$ cat src/rtl/jsli_pkg.sv
// ----------------------------------------------------------------------------
// jsli_pkg
// Types and constants shared by the joint-space interpolator modules.
// ----------------------------------------------------------------------------
`default_nettype none

package jsli_pkg;

  localparam int unsigned NumJoints = 6;
  localparam int unsigned JointW    = 3;
  localparam int unsigned AngleW    = 16;
  localparam int unsigned MagW      = 16;
  localparam int unsigned CfgW      = 16;
  localparam int unsigned SpeedKW   = 25;
  // 1406.25/pi in Q16
  localparam logic [SpeedKW-1:0] SpeedK = 25'd29335439;
  localparam int unsigned ProdW     = MagW + SpeedKW;   // 41
  localparam int unsigned TimeW     = 25;
  localparam int unsigned StepW     = 33;
  localparam int unsigned DvdW      = 34;
  localparam int unsigned DvsW      = 26;
  localparam int unsigned QW        = 17;
  localparam int unsigned AccW      = 27;

  typedef enum logic [1:0] {
    REG_MODE   = 2'd0,
    REG_SPEED  = 2'd1,
    REG_PERIOD = 2'd2,
    REG_TTIME  = 2'd3
  } cfg_reg_e;

  typedef enum logic [1:0] {
    DIV_TIME  = 2'd0,
    DIV_COUNT = 2'd1,
    DIV_STEP  = 2'd2
  } div_sel_e;

  typedef enum logic [3:0] {
    ST_IDLE,
    ST_MAXD,
    ST_MUL_T,
    ST_GO_T,
    ST_WAIT_T,
    ST_GO_C,
    ST_WAIT_C,
    ST_MUL_S,
    ST_GO_S,
    ST_WAIT_S,
    ST_EMIT,
    ST_SINGLE
  } state_e;

  typedef struct packed {
    logic              capture;
    logic              maxd_step;
    logic              mul_t;
    logic              mul_s;
    logic              div_go;
    div_sel_e          div_sel;
    logic              emit;
    logic              load_single;
    logic [JointW-1:0] joint;
  } cmd_t;

  typedef struct packed {
    logic maxd_zero;
    logic count_zero;
    logic div_done;
    logic last;
    logic out_free;
  } status_t;

endpackage

`default_nettype wire

$ cat src/rtl/jsli_div.sv
// ----------------------------------------------------------------------------
// jsli_div
// Restoring divider, one quotient bit per cycle.
// ----------------------------------------------------------------------------
`default_nettype none

module jsli_div
  import jsli_pkg::*;
(
  input  wire logic            clk_i,
  input  wire logic            rst_ni,
  input  wire logic            start_i,
  input  wire logic [DvdW-1:0] dividend_i,
  input  wire logic [DvsW-1:0] divisor_i,
  output logic                 done_o,
  output logic [DvdW-1:0]      quo_o,
  output logic [DvsW-1:0]      rem_o
);

  localparam int unsigned CntW = $clog2(DvdW);
  localparam logic [CntW-1:0] LastCnt = CntW'(DvdW - 1);

  logic            busy_q, done_q;
  logic [CntW-1:0] cnt_q;
  logic [DvdW-1:0] dvd_q;
  logic [DvsW-1:0] dvs_q, rem_q;
  logic [DvsW:0]   rem_sh, rem_sub;
  logic            fits;

  // Shift in next dividend bit and try to subtract
  always_comb begin
    rem_sh  = {rem_q, dvd_q[DvdW-1]};
    rem_sub = rem_sh - {1'b0, dvs_q};
    fits    = rem_sh >= {1'b0, dvs_q};
  end

  always_ff @(posedge clk_i or negedge rst_ni) begin
    if (!rst_ni) begin
      busy_q <= 1'b0;
      done_q <= 1'b0;
      cnt_q  <= '0;
    end else begin
      done_q <= 1'b0;
      if (start_i) begin
        busy_q <= 1'b1;
        cnt_q  <= '0;
      end else if (busy_q) begin
        cnt_q <= cnt_q + 1'b1;
        if (cnt_q == LastCnt) begin
          busy_q <= 1'b0;
          done_q <= 1'b1;
        end
      end
    end
  end

  always_ff @(posedge clk_i) begin
    if (start_i) begin
      dvd_q <= dividend_i;
      dvs_q <= divisor_i;
      rem_q <= '0;
    end else if (busy_q) begin
      dvd_q <= {dvd_q[DvdW-2:0], fits};
      rem_q <= fits ? rem_sub[DvsW-1:0] : rem_sh[DvsW-1:0];
    end
  end

  assign done_o = done_q;
  assign quo_o  = dvd_q;
  assign rem_o  = rem_q;

endmodule

`default_nettype wire

$ cat src/rtl/jsli_datapath.sv
// ----------------------------------------------------------------------------
// jsli_datapath
// Pose registers, move time and step math, per-joint accumulators, output reg.
// ----------------------------------------------------------------------------
`default_nettype none

module jsli_datapath
  import jsli_pkg::*;
#(
  parameter int unsigned MaxFrames = 64,
  parameter int unsigned FrmW      = 7
) (
  input  wire logic                     clk_i,
  input  wire logic                     rst_ni,
  input  wire cmd_t                     cmd_i,
  output status_t                       status_o,
  input  wire logic [CfgW-1:0]          speed_i,
  input  wire logic [CfgW-1:0]          period_i,
  input  wire logic [CfgW-1:0]          ttime_i,
  input  wire logic [NumJoints-1:0][AngleW-1:0] start_i,
  input  wire logic [NumJoints-1:0][AngleW-1:0] end_i,
  input  wire logic                     out_stall_i,
  output logic                          out_valid_o,
  output logic [NumJoints-1:0][AngleW-1:0] angle_o,
  output logic [CfgW-1:0]               frame_time_o,
  output logic                          last_o
);

  logic [NumJoints-1:0][AngleW-1:0] start_q, end_q;
  logic [NumJoints-1:0][MagW-1:0]   mag_q;
  logic [NumJoints-1:0]             neg_q;
  logic [NumJoints-1:0][QW-1:0]     a_q, q_q;
  logic [NumJoints-1:0][DvsW-1:0]   r_q, acc_q;
  logic [MagW-1:0]  maxd_q;
  logic [ProdW-1:0] prod_q;
  logic [StepW-1:0] step_q;
  logic [TimeW-1:0] t_q;
  logic [FrmW-1:0]  count_q, frame_q;
  logic             out_valid_q;
  logic [NumJoints-1:0][AngleW-1:0] angle_q;
  logic [CfgW-1:0]  ftime_q;
  logic             last_q;

  logic [CfgW-1:0]   speed_eff, period_eff;
  logic [AngleW:0]   delta;
  logic [MagW-1:0]   mag;
  logic [DvdW-1:0]   dvd;
  logic [DvsW-1:0]   dvs;
  logic              div_done;
  logic [DvdW-1:0]   quo;
  logic [DvsW-1:0]   rem;
  logic              out_free, last;

  assign speed_eff  = (speed_i == '0) ? CfgW'(1) : speed_i;
  assign period_eff = (period_i == '0) ? CfgW'(1) : period_i;

  // Delta and magnitude of the joint under the sweep
  always_comb begin
    delta = {end_q[cmd_i.joint][AngleW-1], end_q[cmd_i.joint]}
          - {start_q[cmd_i.joint][AngleW-1], start_q[cmd_i.joint]};
    mag   = delta[AngleW] ? MagW'(-delta) : delta[MagW-1:0];
  end

  // Divider operand select
  always_comb begin
    unique case (cmd_i.div_sel)
      DIV_TIME: begin
        dvd = DvdW'(prod_q[ProdW-1:16]);
        dvs = DvsW'(speed_eff);
      end
      DIV_COUNT: begin
        dvd = DvdW'(t_q);
        dvs = DvsW'(period_eff);
      end
      default: begin
        dvd = DvdW'(step_q);
        dvs = {t_q, 1'b0};
      end
    endcase
  end

  jsli_div u_div (
    .clk_i      (clk_i),
    .rst_ni     (rst_ni),
    .start_i    (cmd_i.div_go),
    .dividend_i (dvd),
    .divisor_i  (dvs),
    .done_o     (div_done),
    .quo_o      (quo),
    .rem_o      (rem)
  );

  // Capture poses, sweep joint deltas, form products
  always_ff @(posedge clk_i) begin
    if (cmd_i.capture) begin
      start_q <= start_i;
      end_q   <= end_i;
      maxd_q  <= '0;
    end
    if (cmd_i.maxd_step) begin
      mag_q[cmd_i.joint] <= mag;
      neg_q[cmd_i.joint] <= delta[AngleW];
      if (mag > maxd_q) maxd_q <= mag;
    end
    if (cmd_i.mul_t) prod_q <= maxd_q * SpeedK;
    if (cmd_i.mul_s) step_q <= {32'(period_eff) * 32'(mag_q[cmd_i.joint]), 1'b0};
    if (div_done) begin
      unique case (cmd_i.div_sel)
        DIV_TIME:  t_q <= quo[TimeW-1:0];
        DIV_COUNT: count_q <= (quo > DvdW'(MaxFrames)) ? FrmW'(MaxFrames) : quo[FrmW-1:0];
        default: begin
          a_q[cmd_i.joint]   <= quo[QW-1:0];
          r_q[cmd_i.joint]   <= rem;
          q_q[cmd_i.joint]   <= '0;
          acc_q[cmd_i.joint] <= DvsW'(t_q);
        end
      endcase
    end
    // Advance every joint by one frame step
    if (cmd_i.emit) begin
      for (int k = 0; k < NumJoints; k++) begin
        logic [AccW-1:0] sum;
        sum = AccW'(acc_q[k]) + AccW'(r_q[k]);
        if (sum >= AccW'({t_q, 1'b0})) begin
          acc_q[k] <= DvsW'(sum - AccW'({t_q, 1'b0}));
          q_q[k]   <= q_q[k] + a_q[k] + 1'b1;
        end else begin
          acc_q[k] <= sum[DvsW-1:0];
          q_q[k]   <= q_q[k] + a_q[k];
        end
      end
    end
  end

  // Frame counter
  always_ff @(posedge clk_i or negedge rst_ni) begin
    if (!rst_ni) begin
      frame_q <= '0;
    end else if (cmd_i.capture) begin
      frame_q <= '0;
    end else if (cmd_i.emit) begin
      frame_q <= frame_q + 1'b1;
    end
  end

  assign last     = (frame_q + 1'b1) == count_q;
  assign out_free = !out_valid_q || !out_stall_i;

  // Output register: hold until transfer
  always_ff @(posedge clk_i or negedge rst_ni) begin
    if (!rst_ni) begin
      out_valid_q <= 1'b0;
    end else if (cmd_i.emit || cmd_i.load_single) begin
      out_valid_q <= 1'b1;
    end else if (!out_stall_i) begin
      out_valid_q <= 1'b0;
    end
  end

  always_ff @(posedge clk_i) begin
    if (cmd_i.load_single) begin
      angle_q <= end_q;
      ftime_q <= ttime_i;
      last_q  <= 1'b1;
    end else if (cmd_i.emit) begin
      for (int k = 0; k < NumJoints; k++) begin
        logic [AngleW+1:0] off, s;
        off = neg_q[k] ? -{1'b0, q_q[k]} : {1'b0, q_q[k]};
        s   = {{2{start_q[k][AngleW-1]}}, start_q[k]} + off;
        angle_q[k] <= s[AngleW-1:0];
      end
      ftime_q <= period_i;
      last_q  <= last;
    end
  end

  assign status_o = '{
    maxd_zero:  (maxd_q == '0),
    count_zero: (count_q == '0),
    div_done:   div_done,
    last:       last,
    out_free:   out_free
  };

  assign out_valid_o  = out_valid_q;
  assign angle_o      = angle_q;
  assign frame_time_o = ftime_q;
  assign last_o       = last_q;

endmodule

`default_nettype wire

$ cat src/rtl/jsli_ctrl.sv
// ----------------------------------------------------------------------------
// jsli_ctrl
// Sequencer for the interpolator: sweep, divisions, setup, frame emission.
// ----------------------------------------------------------------------------
`default_nettype none

module jsli_ctrl
  import jsli_pkg::*;
(
  input  wire logic    clk_i,
  input  wire logic    rst_ni,
  input  wire logic    in_valid_i,
  output logic         in_stall_o,
  input  wire logic    multi_i,
  input  wire status_t status_i,
  output cmd_t         cmd_o
);

  localparam logic [JointW-1:0] LastJoint = JointW'(NumJoints - 1);

  state_e            state_q, state_d;
  logic [JointW-1:0] joint_q, joint_d;

  always_ff @(posedge clk_i or negedge rst_ni) begin
    if (!rst_ni) begin
      state_q <= ST_IDLE;
      joint_q <= '0;
    end else begin
      state_q <= state_d;
      joint_q <= joint_d;
    end
  end

  // Next state
  always_comb begin
    state_d = state_q;
    joint_d = joint_q;
    unique case (state_q)
      ST_IDLE: begin
        joint_d = '0;
        if (in_valid_i) state_d = multi_i ? ST_MAXD : ST_SINGLE;
      end
      ST_MAXD: begin
        if (joint_q == LastJoint) begin
          joint_d = '0;
          state_d = ST_MUL_T;
        end else begin
          joint_d = joint_q + 1'b1;
        end
      end
      ST_MUL_T:  state_d = status_i.maxd_zero ? ST_IDLE : ST_GO_T;
      ST_GO_T:   state_d = ST_WAIT_T;
      ST_WAIT_T: if (status_i.div_done) state_d = ST_GO_C;
      ST_GO_C:   state_d = ST_WAIT_C;
      ST_WAIT_C: if (status_i.div_done) state_d = ST_MUL_S;
      ST_MUL_S:  state_d = status_i.count_zero ? ST_IDLE : ST_GO_S;
      ST_GO_S:   state_d = ST_WAIT_S;
      ST_WAIT_S: begin
        if (status_i.div_done) begin
          if (joint_q == LastJoint) begin
            joint_d = '0;
            state_d = ST_EMIT;
          end else begin
            joint_d = joint_q + 1'b1;
            state_d = ST_MUL_S;
          end
        end
      end
      ST_EMIT:   if (status_i.out_free && status_i.last) state_d = ST_IDLE;
      ST_SINGLE: if (status_i.out_free) state_d = ST_IDLE;
      default:   state_d = ST_IDLE;
    endcase
  end

  // Outputs
  always_comb begin
    cmd_o         = '0;
    cmd_o.joint   = joint_q;
    cmd_o.div_sel = DIV_STEP;
    in_stall_o    = (state_q != ST_IDLE);
    unique case (state_q)
      ST_IDLE:   cmd_o.capture = in_valid_i;
      ST_MAXD:   cmd_o.maxd_step = 1'b1;
      ST_MUL_T:  cmd_o.mul_t = 1'b1;
      ST_GO_T: begin
        cmd_o.div_go  = 1'b1;
        cmd_o.div_sel = DIV_TIME;
      end
      ST_WAIT_T: cmd_o.div_sel = DIV_TIME;
      ST_GO_C: begin
        cmd_o.div_go  = 1'b1;
        cmd_o.div_sel = DIV_COUNT;
      end
      ST_WAIT_C: cmd_o.div_sel = DIV_COUNT;
      ST_MUL_S:  cmd_o.mul_s = 1'b1;
      ST_GO_S:   cmd_o.div_go = 1'b1;
      ST_WAIT_S: cmd_o.div_sel = DIV_STEP;
      ST_EMIT:   cmd_o.emit = status_i.out_free;
      ST_SINGLE: cmd_o.load_single = status_i.out_free;
      default:   cmd_o = '0;
    endcase
  end

endmodule

`default_nettype wire

$ cat src/rtl/joint_space_linear_interpolator.sv
// ----------------------------------------------------------------------------
// joint_space_linear_interpolator
// Six-joint linear interpolator from a start pose to an end pose.
// ----------------------------------------------------------------------------
// Input channel: a start pose and an end pose (in_valid_i / in_stall_o).
// Output channel: frames of six angles, frame time and last flag
// (out_valid_o / out_stall_i). Registers are written through cfg_*; the user
// must write them only while idle, as the block itself does not enforce it.
// Single mode: the captured end pose is loaded into the output register once
// it is free, as one frame. Multi-frame mode: a sweep of the joint deltas,
// two divisions for the move time and the frame count, then six step
// divisions; then one frame per cycle while the receiver does not stall, up
// to MaxFrames frames. The serial divider sets the setup time. A move with
// no motion or shorter than one period gives no frames.
// The next pose pair is taken once the last frame sits in the output register.
// A stalled receiver holds the output register and the frame sequence.
// Reset clears the sequencer, the output valid and loads the register
// defaults (mode 0, speed 640, period 10, transition time 1000).
// ----------------------------------------------------------------------------
`default_nettype none

module joint_space_linear_interpolator
  import jsli_pkg::*;
#(
  parameter int unsigned MaxFrames = 64
) (
  input  wire logic              clk_i,
  input  wire logic              rst_ni,
  input  wire logic              cfg_valid_i,
  output logic                   cfg_ready_o,
  input  wire logic [1:0]        cfg_index_i,
  input  wire logic [CfgW-1:0]   cfg_data_i,
  input  wire logic              in_valid_i,
  output logic                   in_stall_o,
  input  wire logic [AngleW-1:0] start_angle_0_i,
  input  wire logic [AngleW-1:0] start_angle_1_i,
  input  wire logic [AngleW-1:0] start_angle_2_i,
  input  wire logic [AngleW-1:0] start_angle_3_i,
  input  wire logic [AngleW-1:0] start_angle_4_i,
  input  wire logic [AngleW-1:0] start_angle_5_i,
  input  wire logic [AngleW-1:0] end_angle_0_i,
  input  wire logic [AngleW-1:0] end_angle_1_i,
  input  wire logic [AngleW-1:0] end_angle_2_i,
  input  wire logic [AngleW-1:0] end_angle_3_i,
  input  wire logic [AngleW-1:0] end_angle_4_i,
  input  wire logic [AngleW-1:0] end_angle_5_i,
  output logic                   out_valid_o,
  input  wire logic              out_stall_i,
  output logic [AngleW-1:0]      joint_angle_0_o,
  output logic [AngleW-1:0]      joint_angle_1_o,
  output logic [AngleW-1:0]      joint_angle_2_o,
  output logic [AngleW-1:0]      joint_angle_3_o,
  output logic [AngleW-1:0]      joint_angle_4_o,
  output logic [AngleW-1:0]      joint_angle_5_o,
  output logic [CfgW-1:0]        frame_time_o,
  output logic                   last_frame_o
);

  localparam int unsigned FrmW = $clog2(MaxFrames + 1);

  logic            mode_q;
  logic [CfgW-1:0] speed_q, period_q, ttime_q;
  cmd_t            cmd;
  status_t         status;
  logic [NumJoints-1:0][AngleW-1:0] start_v, end_v, angle_v;

  // Configuration registers
  assign cfg_ready_o = 1'b1;

  always_ff @(posedge clk_i or negedge rst_ni) begin
    if (!rst_ni) begin
      mode_q   <= 1'b0;
      speed_q  <= CfgW'(640);
      period_q <= CfgW'(10);
      ttime_q  <= CfgW'(1000);
    end else if (cfg_valid_i) begin
      unique case (cfg_reg_e'(cfg_index_i))
        REG_MODE:   mode_q   <= cfg_data_i[0];
        REG_SPEED:  speed_q  <= cfg_data_i;
        REG_PERIOD: period_q <= cfg_data_i;
        REG_TTIME:  ttime_q  <= cfg_data_i;
        default:    mode_q   <= mode_q;
      endcase
    end
  end

  assign start_v = {start_angle_5_i, start_angle_4_i, start_angle_3_i,
                    start_angle_2_i, start_angle_1_i, start_angle_0_i};
  assign end_v   = {end_angle_5_i, end_angle_4_i, end_angle_3_i,
                    end_angle_2_i, end_angle_1_i, end_angle_0_i};

  jsli_ctrl u_ctrl (
    .clk_i      (clk_i),
    .rst_ni     (rst_ni),
    .in_valid_i (in_valid_i),
    .in_stall_o (in_stall_o),
    .multi_i    (mode_q),
    .status_i   (status),
    .cmd_o      (cmd)
  );

  jsli_datapath #(
    .MaxFrames (MaxFrames),
    .FrmW      (FrmW)
  ) u_dp (
    .clk_i        (clk_i),
    .rst_ni       (rst_ni),
    .cmd_i        (cmd),
    .status_o     (status),
    .speed_i      (speed_q),
    .period_i     (period_q),
    .ttime_i      (ttime_q),
    .start_i      (start_v),
    .end_i        (end_v),
    .out_stall_i  (out_stall_i),
    .out_valid_o  (out_valid_o),
    .angle_o      (angle_v),
    .frame_time_o (frame_time_o),
    .last_o       (last_frame_o)
  );

  assign joint_angle_0_o = angle_v[0];
  assign joint_angle_1_o = angle_v[1];
  assign joint_angle_2_o = angle_v[2];
  assign joint_angle_3_o = angle_v[3];
  assign joint_angle_4_o = angle_v[4];
  assign joint_angle_5_o = angle_v[5];

endmodule

`default_nettype wire
$ cat config.mk
export PLATFORM = sky130hd
export DESIGN_NAME = joint_space_linear_interpolator
export DESIGN_NICKNAME = d
export VERILOG_FILES = /design/src/rtl/jsli_pkg.sv /design/src/rtl/jsli_div.sv /design/src/rtl/jsli_datapath.sv /design/src/rtl/jsli_ctrl.sv /design/src/rtl/joint_space_linear_interpolator.sv
export SDC_FILE = /design/constraint.sdc
export NUM_CORES = 2
export LEC_CHECK = 0
export BUFFER_PORTS_ARGS = -buffer_cell sky130_fd_sc_hd__buf_2
export CAP_MARGIN = 20
export CORE_ASPECT_RATIO = 1.4
export CORE_MARGIN = 5
export CORE_UTILIZATION = 59
export CTS_BUF_LIST = sky130_fd_sc_hd__clkbuf_2 sky130_fd_sc_hd__clkbuf_4 sky130_fd_sc_hd__clkbuf_8
export CTS_CLUSTER_SIZE = 40
export DETAILED_ROUTE_END_ITERATION = 16
export GPL_ROUTABILITY_DRIVEN = 0
export HOLD_SLACK_MARGIN = 0.05
export PLACE_DENSITY_LB_ADDON = 0.08
export REMOVE_ABC_BUFFERS = 1
export SETUP_SLACK_MARGIN = 0.05
export SYNTH_ARGS = -nofsm -noshare
export SYNTH_HDL_FRONTEND = slang
export SYNTH_HIERARCHICAL = 1
export SYNTH_SLANG_ARGS = --single-unit
$ cat constraint.sdc
create_clock -name clk_i -period 8 [get_ports clk_i]
set_clock_uncertainty 0.05 [all_clocks]
set_input_delay 0.8 -clock clk_i [delete_from_list [all_inputs] [get_ports clk_i]]
set_output_delay 0.8 -clock clk_i [all_outputs]
set_load 0.01 [all_outputs]
# Word-level counts from Yosys, hierarchy flattened
# Cells that the tools add are included.
# op_classes
n_addsub	42
mul	2
n_lt_le_gt_ge	11
eq_ne	27
mux	94
bitwise_logic	3
n_reduce_logical	34
# op_table
op	count
$mux W156	3
$bwmux W156	2
$mux W102	3
$mux W16	18
$mux W26	8
$mux W96	2
$ge A27 B26 Y1	7
$sub A26 B26 Y26	7
$add A26 B26 Y27	6
$bmux W16 S3	3
$mux W17	7
$neg A16 Y16	7
$add A17 B1 Y17 const B	6
$add A17 B17 Y17	6
$and A102 B102 Y102	1
$bwmux W102	1
$not A102 Y102	1
$add A16 B16 Y16	6
$bwmux W96	1
$demux W26 S3	1
$mux W34	2
$pmux W33 S2	1
$pmux W26 S2	1
$demux W17 S3	1
other kinds (50)	112
# totals
ff_bits	1202
in_bits	215
elab_cells	283

# Logic depth before layout (Yosys ltp)
# depth
ltp_word	12
depth_mapped	38
mapped_depth_nobuf	30

# Hierarchy
# The synthesis kept the hierarchy.
# modules_own_cells
module	instances	cells_each	area_per_inst_um2	seq_area_each_um2
jsli_datapath	1	7933	81496.9	30539.3
jsli_div	1	481	5186.2	2522.4
joint_space_linear_interpolator	1	107	2013.2	1238.7
jsli_ctrl	1	88	683.2	175.2

# Least setup slack after synthesis
# OpenSTA, ideal clock, no wires.
# synth_timing
path_kind	flip-flop to flip-flop
from	reg u_ctrl.state_q[3]
to	reg u_dp.step_q[32] (data pin)
setup_time_ns	0.260
arrival_ns	8.571
t_required_ns	7.690
setup_slack_ns	-0.881
stages_incl_launch_ff	34
synth_period_minus_slack_ns	8.881
cell_sequence	dfrtp_1 buf_6 buf_2 nand2_1 and2_1 clkbuf_1 clkbuf_1 buf_1 mux2i_1 o21ai_0 o221ai_1 nor2_1 clkbuf_1 nand2_1 fa_1 inv_1 fa_1 fa_1 fa_1 fa_1 inv_1 fa_1 inv_1 ha_1 a21o_1 a21o_1 a21oi_1 o31a_1 o211ai_1 and3_1 a2111oi_0 o21ai_0 a21oi_1 xnor2_1
# synth_rtl
element	line	rtl
from (decl)	jsli_ctrl.sv:21	state_e state_q, state_d;
from (signal assigned)	jsli_ctrl.sv:29	state_q <= state_d;
to (signal assigned)	jsli_datapath.sv:106	if (cmd_i.mul_s) step_q <= {32'(period_eff) * 32'(mag_q[cmd_i.joint]), 1'b0};
to (decl)	jsli_datapath.sv:36	logic [StepW-1:0] step_q;

==> summary.md <==
| Metric | Value |
|---|---|
| Parity-gate share of the synthesized area counting xor and xnor cells | 0.0659 |
| Reg-to-reg endpoint | u_dp/step_q[32]$_DFFE_PP_ |
| Clock slew at the register clock pins of the worst setup and hold paths | 70 ps |
| Timing-limited maximum frequency | 131 MHz |
| Area growth from synthesis to layout | 12.8% |
| Overflow after GRT | 0 |
| Cell area after synthesis | 89400 µm² |
| Port Buf Inserts | 329 |
| Capture endpoint of the worst hold path | period_q[14]$_DFFE_PN0P_ |
| Delay of the slowest cell on the worst path | 550 ps |
| Number of remaining DRC errors | 0 |
| RSZ-0062 raised after global routing | yes |
| HPWL Detailed | 228000 µm |
| Insertion delay to the later sink of the worst-skew pair | 980 ps |
| Type of destination of the critical path | register |
| Sequential element share of the synthesized area | 0.386 |
| Wire length of the first global-routing pass | 447000 µm |
| Detail-routed net length per standard cell | 26.5 µm |
| Per-cell via count in the routed design | 6.40 |
| Period utilisation layout | 0.956 |
| Asr flop ratio synth | 0.0613 |
| Number of buffers on the longest clock path | 3 |
| Final Slew Violations | 0 |
| Critical path data arrival time | 8290 ps |
| Maximum number of pins on one net before global-route repair | 154 |
| Count of cells along the worst hold path | 2 |
| Inserted Clock Buffers | 187 |
| Total Die Area | 159000 µm² |
| HP Start | cfg_data_i[14] |
| Number of distinct library cells after synthesis | 105 |
| Master cell of the clock root buffer | sky130_fd_sc_hd__clkbuf_8 |
| Minimum period implied by the final worst setup slack | 7650 ps |
| Fraction of layout instances using a drive strength above 1 | 0.124 |
| GRT Total Usage | 0.370 |
| Adder and majority gate portion of the synthesized area | 0.199 |
| Via count of the first global-routing pass | 73.7k |
| Crit path kind | reg -> reg |
| Critical Path Most Common Cell | sky130_fd_sc_hd__fa_1 |
| Count of mapped cells out of synthesis | 8609 |
| Antenna Violating Nets Remaining | 0 |
| Critical R2R Launch | u_ctrl/state_q[3]$_DFFE_PN0P_ |
| Final setup viols | 0 |
| H-tree level count | 4 |
| Wire length reported by the detailed router | 302000 µm |
| Area share of and/or/nand/nor cells after synthesis | 0.118 |
| CP startpoint kind | register |
| Die Span X | 339 µm |
| Number of endpoints with negative hold slack in the final report | 0 |
| Register-to-Register Setup Slack | 350 ps |
| Syn. warnings | 6 |
| Worst hold path class | in -> reg |
| Minimum hold slack | 130 ps |
| Run status | finished clean |
| Number of clock sinks | 1174 |
| Number of nets in the final layout | 10.7k |
| Placeable Area | 151000 µm² |
| Largest family of logic cells by synthesized area | adder cells |
| Number of inserted filler cells in the final layout | 11.8k |
| Commonest non-fill, non-tap cell in the layout | sky130_fd_sc_hd__edfxtp_1 |
| CTS tree | built |
| Critical path data required time | 8640 ps |
| Mux contribution to synthesized area | 0.0321 |
| Mean area per synthesized cell | 10.4 µm² |
| Initial Utilization | 0.592 |
| Slew Limit Headroom | 0.236 |
| Slowest stage cell, crit path | sky130_fd_sc_hd__fa_1 |
| Floorplan die height | 471 µm |
| Share of the synthesized area in compound gates (AO/OA/AOI/OAI) | 0.156 |
| Max capacitance violation total | 0 |
| Launch point of the critical path | u_ctrl/state_q[3]$_DFFE_PN0P_ |
| Count of TritonRoute iterations in the first routing pass | 6 |
| Slew at the pin with the worst max-slew slack | 1150 ps |
| Detailed router's first-iteration violation count | 7146 |
| Crit Path Max Fanout | 10 |
| Number of top-level pins | 331 |
| Flip-flop and latch count after synthesis | 1174 |
| Number of rows in the core area | 169 |
| Antenna violations before repair | 16 |
| Worst reg2reg path depth | 30 |
| Top library cells by usage in the layout, fill and taps aside | sky130_fd_sc_hd__edfxtp_1, sky130_fd_sc_hd__ha_1, sky130_fd_sc_hd__nand2_1 |
| Main flop type after synthesis | sky130_fd_sc_hd__edfxtp_1 |
| Via count | 73.0k |
| Number of synthesized flops with an enable pin | 1059 |
-- layout make-up --
class,instances,area (µm²),area share
Multi-Input combinational cell,6419,51400,0.510
Sequential cell,1174,34500,0.342
Timing Repair Buffer,767,5580,0.0554
Clock buffer,243,3030,0.0301
Inverter,708,2670,0.0264
Tap cell,1966,2460,0.0244
Clock inverter,104,1150,0.0114
Antenna cell,20,50.0,0.000496
-- kinds of logic after synthesis --
group                      Yosys count
other                                2
and+or+nand+nor                   2147
AOI/OAI and AO/OA                 2149
xor gates and xnor gates           671
buffers and inverters             1016
DFF                               1174
muxes                              258
adders and majority gates         1192
-- flip-flops by register name, summed over array words and instances (netlist names), 16 cells and up --
name / cells
u_dp/angle_o: 96
u_dp/end_q: 96
u_dp/mag_q: 96
u_dp/q_q: 96
u_dp/step_q: 32
u_dp/start_q: 96
u_dp/acc_q: 156
u_dp/maxd_q: 16
ttime_q: 16
u_dp/u_div/dvs_q: 26
u_dp/frame_time_o: 16
u_dp/r_q: 156
u_dp/prod_q: 25
u_dp/u_div/rem_o: 26
u_dp/u_div/quo_o: 34
speed_q: 16
period_q: 16
u_dp/t_q: 25
u_dp/a_q: 96
-- metrics by stage --
stage / instance area, µm² / util / TNS (ps) / cells / setup slack, ps
finish: 101000 / 0.668 / 0 / 11400 / 350
floorplan: 88100 / - / -3377150 / 8301 / -6810
global route: 101000 / 0.667 / -16.3 / 11400 / -16.3
CTS: 101000 / 0.666 / 0 / 11400 / 93.0
detailed placement: 94200 / 0.624 / -284 / 10800 / -160
global placement: 94200 / 0.624 / -6.86 / 10800 / -6.86
-- how the worst max path moves through the flow --
stage / to / depth (start not counted)
floorplan: u_dp/angle_o[0]$_DFFE_PP_ / 5
global placement: u_dp/step_q[32]$_DFFE_PP_ / 29
detailed placement: u_dp/step_q[32]$_DFFE_PP_ / 29
CTS: u_dp/step_q[32]$_DFFE_PP_ / 27
global route: u_dp/step_q[32]$_DFFE_PP_ / 31
finish: u_dp/step_q[32]$_DFFE_PP_ / 30
-- synth_stat cells, types with 27 or more instances --
library cell	number	area share
sky130_fd_sc_hd__nor3_1	136	0.0076
sky130_fd_sc_hd__mux2_2	100	0.013
sky130_fd_sc_hd__nor3b_1	27	0.0023
sky130_fd_sc_hd__and3_1	74	0.0052
sky130_fd_sc_hd__nand2_1	734	0.031
sky130_fd_sc_hd__o21bai_1	97	0.0081
sky130_fd_sc_hd__o31ai_1	60	0.0050
sky130_fd_sc_hd__nor4_1	44	0.0031
sky130_fd_sc_hd__a21o_1	211	0.018
sky130_fd_sc_hd__a31oi_1	77	0.0054
sky130_fd_sc_hd__a21oi_1	504	0.028
sky130_fd_sc_hd__xor2_1	214	0.021
sky130_fd_sc_hd__dfxtp_1	43	0.0096
sky130_fd_sc_hd__buf_1	33	0.0014
sky130_fd_sc_hd__nand3_1	169	0.0095
sky130_fd_sc_hd__a211oi_1	57	0.0048
sky130_fd_sc_hd__a22oi_1	65	0.0055
sky130_fd_sc_hd__nand2b_1	76	0.0053
sky130_fd_sc_hd__nor2_1	399	0.017
sky130_fd_sc_hd__dfrtp_1	62	0.017
sky130_fd_sc_hd__fa_1	383	0.086
sky130_fd_sc_hd__mux2i_1	125	0.014
sky130_fd_sc_hd__ha_1	809	0.11
sky130_fd_sc_hd__o21a_1	77	0.0065
sky130_fd_sc_hd__o21ai_0	461	0.026
sky130_fd_sc_hd__o22ai_1	171	0.012
sky130_fd_sc_hd__edfxtp_1	1059	0.36
sky130_fd_sc_hd__xnor2_1	456	0.045
sky130_fd_sc_hd__and2_1	171	0.012
sky130_fd_sc_hd__a221oi_1	27	0.0026
sky130_fd_sc_hd__inv_1	708	0.030
sky130_fd_sc_hd__nand4_1	64	0.0045
sky130_fd_sc_hd__or2_2	30	0.0021
sky130_fd_sc_hd__mux2_4	32	0.0054
sky130_fd_sc_hd__o211ai_1	65	0.0055
sky130_fd_sc_hd__or3_1	53	0.0037
sky130_fd_sc_hd__nor2b_1	71	0.0050
sky130_fd_sc_hd__clkbuf_1	232	0.0097
-- timing repair --
item	4_1_cts	5_1_grt
setup endpoints to repair	3	14
gates resized for setup	9	41
pin swaps	0	6
buffers inserted	1	10
endpoints found under the hold margin	229	0
hold buffers	204	0
-- per-layer routing --
metal,track usage,wire length [µm]
met5,0,43
met4,0.268,26900
met3,0.0727,25200
met2,0.625,145000
met1,0.418,106000
-- critical path: cells and delay by family (launching register included) --
kind	cells	cell delay, ps
adder cells (fa/ha/maj)	7	3400
buffers and inverters	6	730
XOR/XNOR	1	80
AO/OA/AOI/OAI	9	1620
flip-flops	1	380
AND/OR/NAND/NOR	7	1170
Power is left out: the tool's default activity adds up to more than one toggle a clock period on the data nets, which glitch-free logic cannot reach.
